===== src/design/dq_pkg.sv =====
// shared types and defaults for the double-ended queue
`default_nettype none

package dq_pkg;

    localparam int DQ_DEPTH      = 16;
    localparam int DQ_DATA_WIDTH = 32;

    localparam int KIND_W   = 3;
    localparam int STATUS_W = 2;
    localparam int PORT_W   = 32;

    typedef enum logic [KIND_W-1:0] {
        KIND_PUSH_FRONT = 3'd0,
        KIND_PUSH_BACK  = 3'd1,
        KIND_POP_FRONT  = 3'd2,
        KIND_POP_BACK   = 3'd3,
        KIND_CLEAR      = 3'd4
    } kind_t;

    typedef enum logic [STATUS_W-1:0] {
        STATUS_OK        = 2'd0,
        STATUS_UNDERFLOW = 2'd1,
        STATUS_OVERFLOW  = 2'd2
    } status_t;

    typedef enum logic [2:0] {
        ST_IDLE = 3'b001,
        ST_READ = 3'b010,
        ST_OUT  = 3'b100
    } state_t;

endpackage

`default_nettype wire


===== src/design/double_ended_queue.sv =====
// double-ended queue over a ring memory: top level
//
// A command is transferred when start is high and busy is low. In the cycle
// of the command transfer the pointers and count are updated and a push
// writes the ring memory. In the next cycle (busy high) both ends of the
// queue are read from the ring memory, whose read data is registered, so the
// result appears in the cycle after that with done high for exactly one
// cycle. A new command may be transferred in that same cycle. Results cannot
// be stalled: capture them when done is high. front_value and back_value are
// zero when the queue is empty.
`default_nettype none

module double_ended_queue #(
    parameter int DEPTH      = dq_pkg::DQ_DEPTH,
    parameter int DATA_WIDTH = dq_pkg::DQ_DATA_WIDTH
) (
    input  wire logic                          clk,
    input  wire logic                          rst_n,
    input  wire logic                          start,
    output logic                               busy,
    input  wire logic [dq_pkg::KIND_W-1:0]     kind,
    input  wire logic [dq_pkg::PORT_W-1:0]     entry_value,
    output logic                               done,
    output logic [dq_pkg::PORT_W-1:0]          front_value,
    output logic [dq_pkg::PORT_W-1:0]          back_value,
    output logic [$clog2(DEPTH+1)-1:0]         entry_count,
    output logic                               is_empty,
    output logic [dq_pkg::STATUS_W-1:0]        status
);
    import dq_pkg::*;

    localparam int PTR_W = $clog2(DEPTH);
    localparam int CNT_W = $clog2(DEPTH + 1);
    localparam int SUM_W = CNT_W + 1;
    localparam logic [PTR_W-1:0] LAST_POS  = PTR_W'(DEPTH - 1);
    localparam logic [CNT_W-1:0] FULL_CNT  = CNT_W'(DEPTH);
    localparam logic [SUM_W-1:0] DEPTH_SUM = SUM_W'(DEPTH);

    logic [DATA_WIDTH-1:0] ring_mem [DEPTH];

    state_t                state_reg, state_next;
    logic [PTR_W-1:0]      front_reg, front_next;
    logic [CNT_W-1:0]      count_reg, count_next;
    status_t               status_reg, status_next;
    logic [DATA_WIDTH-1:0] rd_front_reg;
    logic [DATA_WIDTH-1:0] rd_back_reg;

    logic                  accept;
    logic                  wr_en;
    logic [PTR_W-1:0]      wr_addr;
    logic [DATA_WIDTH-1:0] wr_data;
    logic [SUM_W-1:0]      tail_sum;
    logic [PTR_W-1:0]      tail_addr;
    logic [CNT_W-1:0]      back_off;
    logic [SUM_W-1:0]      back_sum;
    logic [PTR_W-1:0]      back_addr;
    logic                  q_empty;
    logic                  q_full;

    assign busy    = (state_reg == ST_READ);
    assign accept  = start && !busy;
    assign q_empty = (count_reg == '0);
    assign q_full  = (count_reg == FULL_CNT);
    assign wr_data = DATA_WIDTH'(entry_value);

    // slot just past the back, used by push back
    always_comb
    begin
        tail_sum = SUM_W'(front_reg) + SUM_W'(count_reg);
        if (tail_sum >= DEPTH_SUM)
        begin
            tail_sum = tail_sum - DEPTH_SUM;
        end
        tail_addr = tail_sum[PTR_W-1:0];
    end

    // back entry position for the read cycle
    always_comb
    begin
        back_off = q_empty ? '0 : (count_reg - CNT_W'(1));
        back_sum = SUM_W'(front_reg) + SUM_W'(back_off);
        if (back_sum >= DEPTH_SUM)
        begin
            back_sum = back_sum - DEPTH_SUM;
        end
        back_addr = back_sum[PTR_W-1:0];
    end

    always_comb
    begin
        front_next  = front_reg;
        count_next  = count_reg;
        status_next = status_reg;
        wr_en       = 1'b0;
        wr_addr     = tail_addr;
        if (accept)
        begin
            status_next = STATUS_OK;
            case (kind)
                KIND_PUSH_FRONT:
                begin
                    if (q_full)
                    begin
                        status_next = STATUS_OVERFLOW;
                    end
                    else
                    begin
                        front_next = (front_reg == '0) ? LAST_POS : (front_reg - PTR_W'(1));
                        wr_en      = 1'b1;
                        wr_addr    = front_next;
                        count_next = count_reg + CNT_W'(1);
                    end
                end
                KIND_PUSH_BACK:
                begin
                    if (q_full)
                    begin
                        status_next = STATUS_OVERFLOW;
                    end
                    else
                    begin
                        wr_en      = 1'b1;
                        count_next = count_reg + CNT_W'(1);
                    end
                end
                KIND_POP_FRONT:
                begin
                    if (q_empty)
                    begin
                        status_next = STATUS_UNDERFLOW;
                    end
                    else
                    begin
                        front_next = (front_reg == LAST_POS) ? '0 : (front_reg + PTR_W'(1));
                        count_next = count_reg - CNT_W'(1);
                    end
                end
                KIND_POP_BACK:
                begin
                    if (q_empty)
                    begin
                        status_next = STATUS_UNDERFLOW;
                    end
                    else
                    begin
                        count_next = count_reg - CNT_W'(1);
                    end
                end
                KIND_CLEAR:
                begin
                    front_next = '0;
                    count_next = '0;
                end
                default:
                begin
                    front_next = front_reg;
                end
            endcase
        end
    end

    always_comb
    begin
        case (state_reg)
            ST_IDLE:
            begin
                state_next = accept ? ST_READ : ST_IDLE;
            end
            ST_READ:
            begin
                state_next = ST_OUT;
            end
            ST_OUT:
            begin
                state_next = accept ? ST_READ : ST_IDLE;
            end
            default:
            begin
                state_next = ST_IDLE;
            end
        endcase
    end

    always_ff @(posedge clk or negedge rst_n)
    begin
        if (!rst_n)
        begin
            state_reg  <= ST_IDLE;
            front_reg  <= '0;
            count_reg  <= '0;
            status_reg <= STATUS_OK;
        end
        else
        begin
            state_reg  <= state_next;
            front_reg  <= front_next;
            count_reg  <= count_next;
            status_reg <= status_next;
        end
    end

    // ring memory: one write port, two registered read ports
    always_ff @(posedge clk)
    begin
        if (wr_en)
        begin
            ring_mem[wr_addr] <= wr_data;
        end
        if (state_reg == ST_READ)
        begin
            rd_front_reg <= ring_mem[front_reg];
            rd_back_reg  <= ring_mem[back_addr];
        end
    end

    assign done        = (state_reg == ST_OUT);
    assign is_empty    = q_empty;
    assign entry_count = count_reg;
    assign status      = status_reg;
    assign front_value = q_empty ? '0 : PORT_W'(rd_front_reg);
    assign back_value  = q_empty ? '0 : PORT_W'(rd_back_reg);

endmodule

`default_nettype wire

===== config.mk =====
export PLATFORM = sky130hd
export DESIGN_NAME = double_ended_queue
export DESIGN_NICKNAME = d
export VERILOG_FILES = /design/src/design/dq_pkg.sv /design/src/design/double_ended_queue.sv
export SDC_FILE = /design/constraint.sdc
export NUM_CORES = 1
export LEC_CHECK = 0
export ABC_CLOCK_PERIOD_IN_PS = 6500
export BUFFER_PORTS_ARGS = -buffer_cell sky130_fd_sc_hd__buf_4
export CAP_MARGIN = 20
export CORE_MARGIN = 5
export CORE_UTILIZATION = 50
export CTS_CLUSTER_DIAMETER = 200
export DETAILED_ROUTE_END_ITERATION = 10
export PLACE_DENSITY_LB_ADDON = 0.3
export SETUP_SLACK_MARGIN = 0.15
export SYNTH_ARGS = -nofsm -noshare
export SYNTH_HDL_FRONTEND = slang
export SYNTH_SLANG_ARGS = --single-unit

===== constraint.sdc =====
create_clock -name clk -period 6.5 [get_ports clk]
set_clock_uncertainty 0.05 [all_clocks]
set_input_delay 0.975 -clock clk [delete_from_list [all_inputs] [get_ports clk]]
set_output_delay 0.975 -clock clk [all_outputs]
set_load 0.01 [all_outputs]

# Yosys cells after proc, flatten, opt, wreduce, memory -nomap -nowiden
# Memory sizes are Yosys's and may differ from the RTL's. A register that Yosys moved wholly into a read port is not among the register bits.
# Index checks and enable logic that the tools add are counted.
totals:
  ramBits: 512
  mem_count: 1
  reg_bits: 14
  wordCells: 66
  input_bits: 38
  out_inout_bits: 74
op_classes:
  magnitude_cmp: 2
  addsub: 8
  reduce_logical: 12
  n_eq_ne: 13
  mux: 26
memory_table:
  columns: ["name", "words", "width", "read_ports", "rd_clocked_by_memory_dff", "wr", "line_no", "rtl"]
  rows:
  - ["ring_mem", 16, 32, 2, 2, 1, "double_ended_queue.sv:39", "logic [DATA_WIDTH-1:0] ring_mem [DEPTH];"]
ops:
  columns: ["operator", "count"]
  rows:
  - ["$mux 32", 2]
  - ["$mux 4", 9]
  - ["$mux 5", 3]
  - ["$pmux 5 s3", 1]
  - ["$add 4x5->6", 2]
  - ["$ge 6x5->1 const B", 2]
  - ["$pmux 4 s3", 1]
  - ["$sub 4x1->4 const B", 3]
  - ["$eq 3x2->1 const B", 3]
  - ["$ne 2x2->1 const B", 4]
  - ["$reduce_and 4->1", 2]
  - ["$eq 3x1->1 const B", 2]
  - ["$eq 3x3->1 const B", 2]
  - ["$mux 1", 6]
  - ["$pmux 3 s2", 1]
  - ["$reduce_bool 3->1", 2]
  - ["$reduce_or 2->1", 3]
  - ["$add 5x1->5 const B", 1]
  - ["$eq 5x5->1 const B", 1]
  - ["$logic_not 5->1", 1]
  - ["$sub 5x1->5 const B", 1]
  - ["$add 4x1->4 const B", 1]
  - ["$eq 4x4->1 const B", 1]
  - ["$logic_not 4->1", 1]
  - ["5 further kinds", 6]

# Logic depth before layout (Yosys ltp)
# Gate-level depths: netlist of the first run.
logic_depth:
  word_depth: 6
  mapped_depth: 16
  ltp_nobuf: 11

# Least setup slack after synthesis of the first run
# No wires, ideal clock.
synth_path:
  path_type: "register to register"
  from: "register state_reg[2]"
  to: "memory ring_mem[2][0] (netlist name), enable pin"
  arrival_time_ns: 6.369
  period_less_slack_ns: 6.899
  setup_ns: 0.480
  required_ns: 5.970
  path_stages_with_launch: 6
  n_path_buf: 0
  path_slack_ns: -0.399
  path_cell_list: "dfrtp_1 -> nor3b_2 -> nor3_2 -> nand2_1 -> nand3_1 -> a311oi_1"
synth_via:
  elab_chain_len: 6
  elab_cells_between_ends: 7
  cone_classes: "1 x eq/ne; 4 x mux; 2 x reduce/logical"
synth_rtl:
  columns: ["element", "line_no", "rtl"]
  rows:
  - ["start: declaration", "double_ended_queue.sv:41", "state_t state_reg, state_next;"]
  - ["start signal: assignment", "double_ended_queue.sv:195", "state_reg <= state_next;"]
  - ["$eq 3x2->1 (*)", "double_ended_queue.sv:60", "assign busy = (state_reg == ST_READ);"]
  - ["net busy", "double_ended_queue.sv:20", "output logic busy,"]
  - ["$logic_not 1->1 (*)", "double_ended_queue.sv:61", "assign accept = start && !busy;"]
  - ["$logic_and 1x1->1 (*)", "double_ended_queue.sv:61", null]
  - ["$mux 1", "double_ended_queue.sv:96", "if (accept)"]
  - ["$mux 1", "double_ended_queue.sv:205", "if (wr_en)"]
  - ["$mux 1 (not written as such)", "double_ended_queue.sv:207", "ring_mem[wr_addr] <= wr_data;"]
  - ["end: declaration", "double_ended_queue.sv:39", null]
# The timed path passes the listed nets; every way through them passes the cells marked *.

# Worst setup path after layout of the first run
layout_path:
  from: "register count_reg[1], in the netlist entry_count[1]"
  to: "register rd_back_reg[0] (read register of ring_mem) (data pin)"
layout_via:
  elab_chain_len: 5
  elab_cells_between_ends: 7
  cone_classes: "3 x add/sub; 1 x order compare; 2 x mux; 1 x reduce/logical"
layout_rtl:
  columns: ["element", "line_no", "rtl"]
  rows:
  - ["start: declaration", "double_ended_queue.sv:43", "logic [CNT_W-1:0] count_reg, count_next;"]
  - ["start signal: assignment", "double_ended_queue.sv:197", "count_reg <= count_next;"]
  - ["$sub 5x1->5 or $logic_not 5->1 (tied branches)", "double_ended_queue.sv:80, double_ended_queue.sv:62", null]
  - ["$mux 5 (*)", "double_ended_queue.sv:80", "back_off = q_empty ? '0 : (count_reg - CNT_W'(1));"]
  - ["$add 4x5->6 (*)", "double_ended_queue.sv:81", "back_sum = SUM_W'(front_reg) + SUM_W'(back_off);"]
  - ["$ge 6x5->1 or $sub 4x1->4 (tied branches)", "double_ended_queue.sv:82, double_ended_queue.sv:84", null]
  - ["$mux 4 (*)", "double_ended_queue.sv:82", "if (back_sum >= DEPTH_SUM)"]
  - ["end: declaration", "double_ended_queue.sv:46", "logic [DATA_WIDTH-1:0] rd_back_reg;"]
# Mark *: on every way between the ends. The rest lies on a longest branch, timed or not.
# A chain may end at the register's enable or synchronous reset.

==> flow_summary.json, run 1 <==
{
  "run_status": "completed",
  "cts_post_setup_buffers_inserted": 0,
  "netlist-cell-type-count": 66,
  "gp_routability_congestion": 0.838,
  "cts_max_level": 2,
  "hold_violations": 0,
  "buffer_ports.inserted": 111,
  "dominantRegCellSynth": "edfxtp_1",
  "die_area_sq_mm": 0.0610,
  "rrSetupSlack_ps": 1560,
  "initial_core_util": 0.507,
  "critical-path-max-stage-delay_ps": 720,
  "fin_hold_ws_ps": 138,
  "reg2reg_to": "rd_back_reg[0]",
  "overflow": 0,
  "reg2regPathDepth": 12,
  "crit_chain": "inv_1 > ha_1 > nor4b_4 > buf_4 > nor2_1 > ha_1 > nor2b_1 > a22oi_2 > buf_4 > o22ai_1 > nor3_1 > a2bb2oi_1",
  "fillers": 4154,
  "die_width_um": 247,
  "finalCritPeriodShare": 0.761,
  "worstSetupStartpointType": "flip-flop",
  "die_h_um": 247,
  "post_drt_wl_per_cell_um": 29.3,
  "timing.critical_path.arrival_ps": 5320,
  "worst_slew_pin_tran_ps": 1160,
  "fin_crit_ps": 4940,
  "reg2reg_from": "entry_count[1]",
  "cts-resized-gates": 0,
  "synth.net_count": 1699,
  "final-max-slew-violation-count": 0,
  "clock_insertion_delay_worst_skew_ps": 620,
  "synth.largest_area_cell": "edfxtp_1",
  "rsz_0062_raised_after_global_routing": "false",
  "detail_route.iter0.violations": 1968,
  "gr-usage-all-layers": 0.242,
  "clockRootBuffer": "clkbuf_16",
  "antenna_left": 0,
  "drive_above_1_share": 0.282,
  "cts_made_buffers": 58,
  "worstSetupEndpointType": "flip-flop",
  "multi_input_comb_area_sq_mm": 0.0100,
  "largest_register_ffs": 512,
  "drtPass1Iterations": 7,
  "core_region_area_sq_mm": 0.0554,
  "grt_max_degree": 70,
  "syn_avg_cell_area_sq_um": 17.0,
  "synth_seq_cells": 590,
  "post-dp-hpwl_um": 41500,
  "instances_no_fill": 2528,
  "synthesis.yosys.warnings": 0,
  "wl_um": 74200,
  "boundaryPins": 112,
  "grt_first_pass_wirelength_um": 110000,
  "routed_via_density": 6.73,
  "first_global_vias": 17400,
  "clkSinkCount": 590,
  "cts-root-to-sink-buffers": 3,
  "placed_cell_count": 2424,
  "via_count": 17000,
  "clk_transition_reported_paths_ps": 60,
  "critical_path_required_ps": 6870,
  "max-cap-violations": 0,
  "setup_viol_count_final": 0,
  "crit_slowest_cell": "a22oi_2",
  "synth_cells": 1648,
  "critical_path.max_fanout": 68,
  "synth_top_area_frac": 0.616,
  "synth-edff-count": 576,
  "antenna_found_initial": 1,
  "achievable-frequency_ghz": 0.202,
  "crit_type": "flip-flop to flip-flop",
  "area.sequential_sq_mm": 0.0177,
  "timing.setup.tns_ps": 0,
  "flow.area_growth_from_synthesis_pct": 12.9,
  "tritoncts": "built",
  "synth_area_sq_mm": 0.0281,
  "synth.top_cells.by_area": "edfxtp_1 (62%), mux4_2 (18%), mux2i_1 (4.6%)",
  "drc_violations": 0,
  "hold_path_class": "input pin to async pin",
  "number_of_nets_in_the_finished_design": 1788,
  "placementRows": 86,
  "synth_seq_area_share": 0.628,
  "synth_async_sr_flop_share": 0.0237,
  "hold_buffers": 0,
  "timing.slew.headroom": 0.228
}
## cells by family after synthesis
logic type / share of synthesized area
buf+inv: 0.0219
xor+xnor: 0.00379
fa+ha+maj: 0.00632
mux: 0.226
simple gates: 0.0513
flops: 0.628
compound gates: 0.0630
## how the worst max path moves through the flow
stage / cells past startpoint / startpoint / slack (ps) / endpoint
after floorplan: 5 / state_reg[2] / 660 / ring_mem[2][0]
after CTS: 12 / entry_count[1] / 1660 / rd_back_reg[0]
final: 12 / entry_count[1] / 1560 / rd_back_reg[0]
after detailed placement: 12 / entry_count[1] / 1720 / rd_back_reg[11]
after global routing: 12 / entry_count[1] / 1340 / rd_back_reg[15]
after global placement: 12 / entry_count[1] / 2000 / rd_back_reg[11]
## metrics by stage
stage	setup slack, ps	util	cell area, sq um
finish	1560	0.572	31700
global route	1340	0.572	31700
CTS	1660	0.572	31700
detailed placement	1720	0.539	29800
global placement	2000	0.539	29800
floorplan	660	-	28100
## layout by cell type (no fill, tap or decap), drive strengths merged, types with 4 or more instances in the layout
| master | synthesis | final |
|---|---|---|
| edfxtp | 576 | 576 |
| mux4 | 223 | 223 |
| buf | 60 | 155 |
| mux2i | 130 | 130 |
| nor2 | 98 | 98 |
| o21ai | 78 | 78 |
| clkbuf | 66 | 74 |
| nor2b | 69 | 69 |
| nor3 | 67 | 67 |
| o22ai | 66 | 66 |
| a2bb2oi | 34 | 34 |
| a221oi | 33 | 33 |
| clkinv | 0 | 20 |
| nand2 | 17 | 17 |
| a21oi | 14 | 14 |
| dfrtp | 13 | 13 |
| inv | 11 | 13 |
| ha | 11 | 11 |
| nand3 | 10 | 10 |
| bufinv | 0 | 6 |
| xnor2 | 6 | 6 |
| nor3b | 5 | 5 |
| a21o | 4 | 4 |
| xor2 | 4 | 4 |
| a22oi | 4 | 4 |
| a31oi | 4 | 4 |
## layer usage
metal	vias up	routed length, um	track usage
met5	-	0	0
met4	0	2340	0.0781
met3	151	6290	0.0369
met2	951	36900	0.406
met1	8857	28700	0.330
li1	7046	-	-
## layout make-up
cell class              instances  share of cell area
well taps                     748              0.0295
clock inverters                28             0.00974
multi-input cells             921               0.316
clock buffers                  74              0.0483
diodes                          1           0.0000789
repair buffers                155              0.0381
inverters                      11             0.00130
flip-flops and latches        590               0.557
## synthesized netlist by cell type (4+ instances only)
| library cell | instances |
|---|---|
| nor2_1 | 98 |
| nor3b_1 | 4 |
| buf_1 | 9 |
| a221oi_1 | 33 |
| clkbuf_1 | 64 |
| xnor2_1 | 5 |
| o22ai_1 | 66 |
| inv_1 | 9 |
| a21o_1 | 4 |
| a21oi_1 | 14 |
| nand2_1 | 17 |
| dfrtp_1 | 13 |
| nand3_1 | 10 |
| xor2_1 | 4 |
| mux2i_1 | 130 |
| ha_1 | 11 |
| nor2b_1 | 69 |
| o21ai_0 | 77 |
| mux4_2 | 223 |
| edfxtp_1 | 576 |
| buf_2 | 39 |
| buf_4 | 11 |
| a2bb2oi_1 | 34 |
| nor3_1 | 64 |
## worst max-delay path, delay by kind of cell, from the launching register on
family	cells	cell delay [ps]
compound gates	3	1250
fa+ha+maj	2	600
buf+inv	3	1460
flops	1	480
simple gates	4	890
Power of run 1 is not shown: default switching activity piles up to over one toggle a cycle in this logic, so the estimate is an artifact.
==> run 2: changes to the inputs <==
--- a/config.mk
+++ b/config.mk
@@ -5,7 +5,7 @@
 export SDC_FILE = /design/constraint.sdc
 export NUM_CORES = 1
 export LEC_CHECK = 0
-export ABC_CLOCK_PERIOD_IN_PS = 6500
+export ABC_CLOCK_PERIOD_IN_PS = 4000
 export BUFFER_PORTS_ARGS = -buffer_cell sky130_fd_sc_hd__buf_4
 export CAP_MARGIN = 20
 export CORE_MARGIN = 5
==> constraint.sdc (replaced) <==
create_clock -name clk -period 4 [get_ports clk]
set_clock_uncertainty 0.05 [all_clocks]
set_input_delay 0.6 -clock clk [delete_from_list [all_inputs] [get_ports clk]]
set_output_delay 0.6 -clock clk [all_outputs]
set_load 0.01 [all_outputs]
==> run 2 against run 1 <==
Net effect:
- worst hold slack better by 86 ps
- cell area up 2.1%
- maximum frequency up 33%
- largest cell class unchanged
==> flow_summary.json, run 2 (synthesis results as in run 1) <==
{
  "run_status": "completed",
  "grt_first_pass_wirelength_um": 110000,
  "timing.slew.headroom": 0.330,
  "first_global_vias": 17300,
  "clk_transition_reported_paths_ps": 60,
  "critical-path-max-stage-delay_ps": 890,
  "post-dp-hpwl_um": 40400,
  "hold_path_class": "input pin to flip-flop",
  "crit_chain": "inv_1 > ha_1 > nor4b_4 > nor2_1 > ha_4 > fa_4 > buf_16 > mux4_2 > o22ai_1 > nor3_1 > a2bb2oi_1",
  "worst_slew_pin_tran_ps": 1000,
  "critical_path.max_fanout": 54,
  "placed_cell_count": 2444,
  "worstSetupEndpointType": "flip-flop",
  "critPathLaunch": "entry_count[1]",
  "achievable-frequency_ghz": 0.268,
  "flow.area_growth_from_synthesis_pct": 15.3,
  "critical_path_buf_inv_count": 2,
  "initial_core_util": 0.507,
  "setup_viol_count_final": 0,
  "layout_setup_ws_ps": 274,
  "crit_type": "flip-flop to flip-flop",
  "routed_via_density": 6.65,
  "antenna_left": 0,
  "worstSetupStartpointType": "flip-flop",
  "via_count": 17000,
  "wl_um": 74700,
  "cts_made_buffers": 60,
  "die_h_um": 247,
  "drtPass1Iterations": 5,
  "placementRows": 86,
  "tritoncts": "built",
  "layout_commonest_cell": "edfxtp_1",
  "timing.setup.tns_ps": 0,
  "cts_max_level": 2,
  "pre_cts_ws_ps": 261,
  "antenna_found_initial": 3,
  "max-cap-violations": 0,
  "buffer_ports.inserted": 111,
  "die_width_um": 247,
  "rsz_0062_raised_after_global_routing": "true",
  "boundaryPins": 112,
  "final-max-slew-violation-count": 0,
  "post_drt_wl_per_cell_um": 29.2,
  "worst_path_dominant_cell_family": "adder cells",
  "clkSinkCount": 590,
  "fin_crit_ps": 3730,
  "number_of_nets_in_the_finished_design": 1812,
  "largest_register_ffs": 512,
  "die_area_sq_mm": 0.0610,
  "cts-root-to-sink-buffers": 3,
  "gp_routability_congestion": 0.807,
  "reg2reg_from": "entry_count[1]",
  "grt_max_degree": 85,
  "clockRootBuffer": "clkbuf_16",
  "drive_above_1_share": 0.298,
  "timing.hold.worst.start": "entry_value[27]",
  "drc_violations": 0,
  "critical_path_required_ps": 4290,
  "hold_violations": 0,
  "timing.critical_path.arrival_ps": 4010,
  "clock_insertion_delay_worst_skew_ps": 610,
  "detail_route.iter0.violations": 2128,
  "gr-usage-all-layers": 0.243,
  "core_region_area_sq_mm": 0.0554,
  "instances_no_fill": 2561,
  "finalCritPeriodShare": 0.932,
  "crit_slowest_cell": "fa_4",
  "layout_common_cells": "edfxtp_1 (576), mux4_2 (223), buf_4 (146), mux2i_1 (130), nor2_1 (82)",
  "overflow": 0
}
## run 2: cell count changes in the layout (fill, tap and decap cells not counted), moves of 2 or more
cell,change
buf_12,+27
buf_4,-6
bufinv_16,+3
clkbuf_1,-6
clkinv_2,+7
clkinvlp_4,+6
nand3_1,-2
nand3_2,+2
## run 2: final cells by class
type	instances	area (sq um)
clock inverters	43	458
well taps	748	936
clock buffers	69	1540
multi-input cells	921	10000
repair buffers	177	1710
fillers	4043	23000
inverters	11	41.3
diodes	2	5.00
flip-flops and latches	590	17700
## run 2: final timing paths
kind | endpoint | slack (ps) | depth (start not counted)
setup reg to reg | rd_back_reg[17] | 270 | 11
setup / recovery | rd_back_reg[17] | 270 | 11
min in group asynchronous | entry_count[3] | 310 | 2
max in group asynchronous | state_reg[0] | 3340 | 2
hold reg to reg | state_reg[1] | 450 | 1
hold / removal | ring_mem[7][27] | 220 | 1
## run 2: stage by stage
step | hold WS [ps] | util | instance area (sq um)
5_1_grt | 209 | 0.584 | 32400
6_report | 223 | 0.585 | 32400
2_1_floorplan | 254 | - | 28200
3_3_place_gp | 406 | 0.548 | 30400
4_1_cts | 183 | 0.584 | 32400
3_5_place_dp | 412 | 0.548 | 30400
## run 2: what timing repair did
item / CTS / global route
endpoints found under the hold margin: 14 / 0
resized for setup: 0 / 2
hold buffers: 1 / 0
endpoints found under the setup margin: 0 / 29
buffers inserted: 0 / 2
## run 2: routing by layer
| layer | share of wire | up-vias | GRT usage |
|---|---|---|---|
| li1 | - | 7086 | - |
| met5 | 0.00016 | - | 0 |
| met1 | 0.38 | 8857 | 0.331 |
| met4 | 0.029 | 2 | 0.0691 |
| met2 | 0.49 | 949 | 0.399 |
| met3 | 0.10 | 149 | 0.0550 |
## run 2: worst register-to-register path, stage by stage (launching register included)
cell,delay (ps)
dfrtp_1,370
inv_1,130
ha_1,230
nor4b_4,330
nor2_1,120
ha_4,190
fa_4,890
buf_16,300
mux4_2,420
o22ai_1,160
nor3_1,80
a2bb2oi_1,170
Power of run 2 is left out for the same reason.
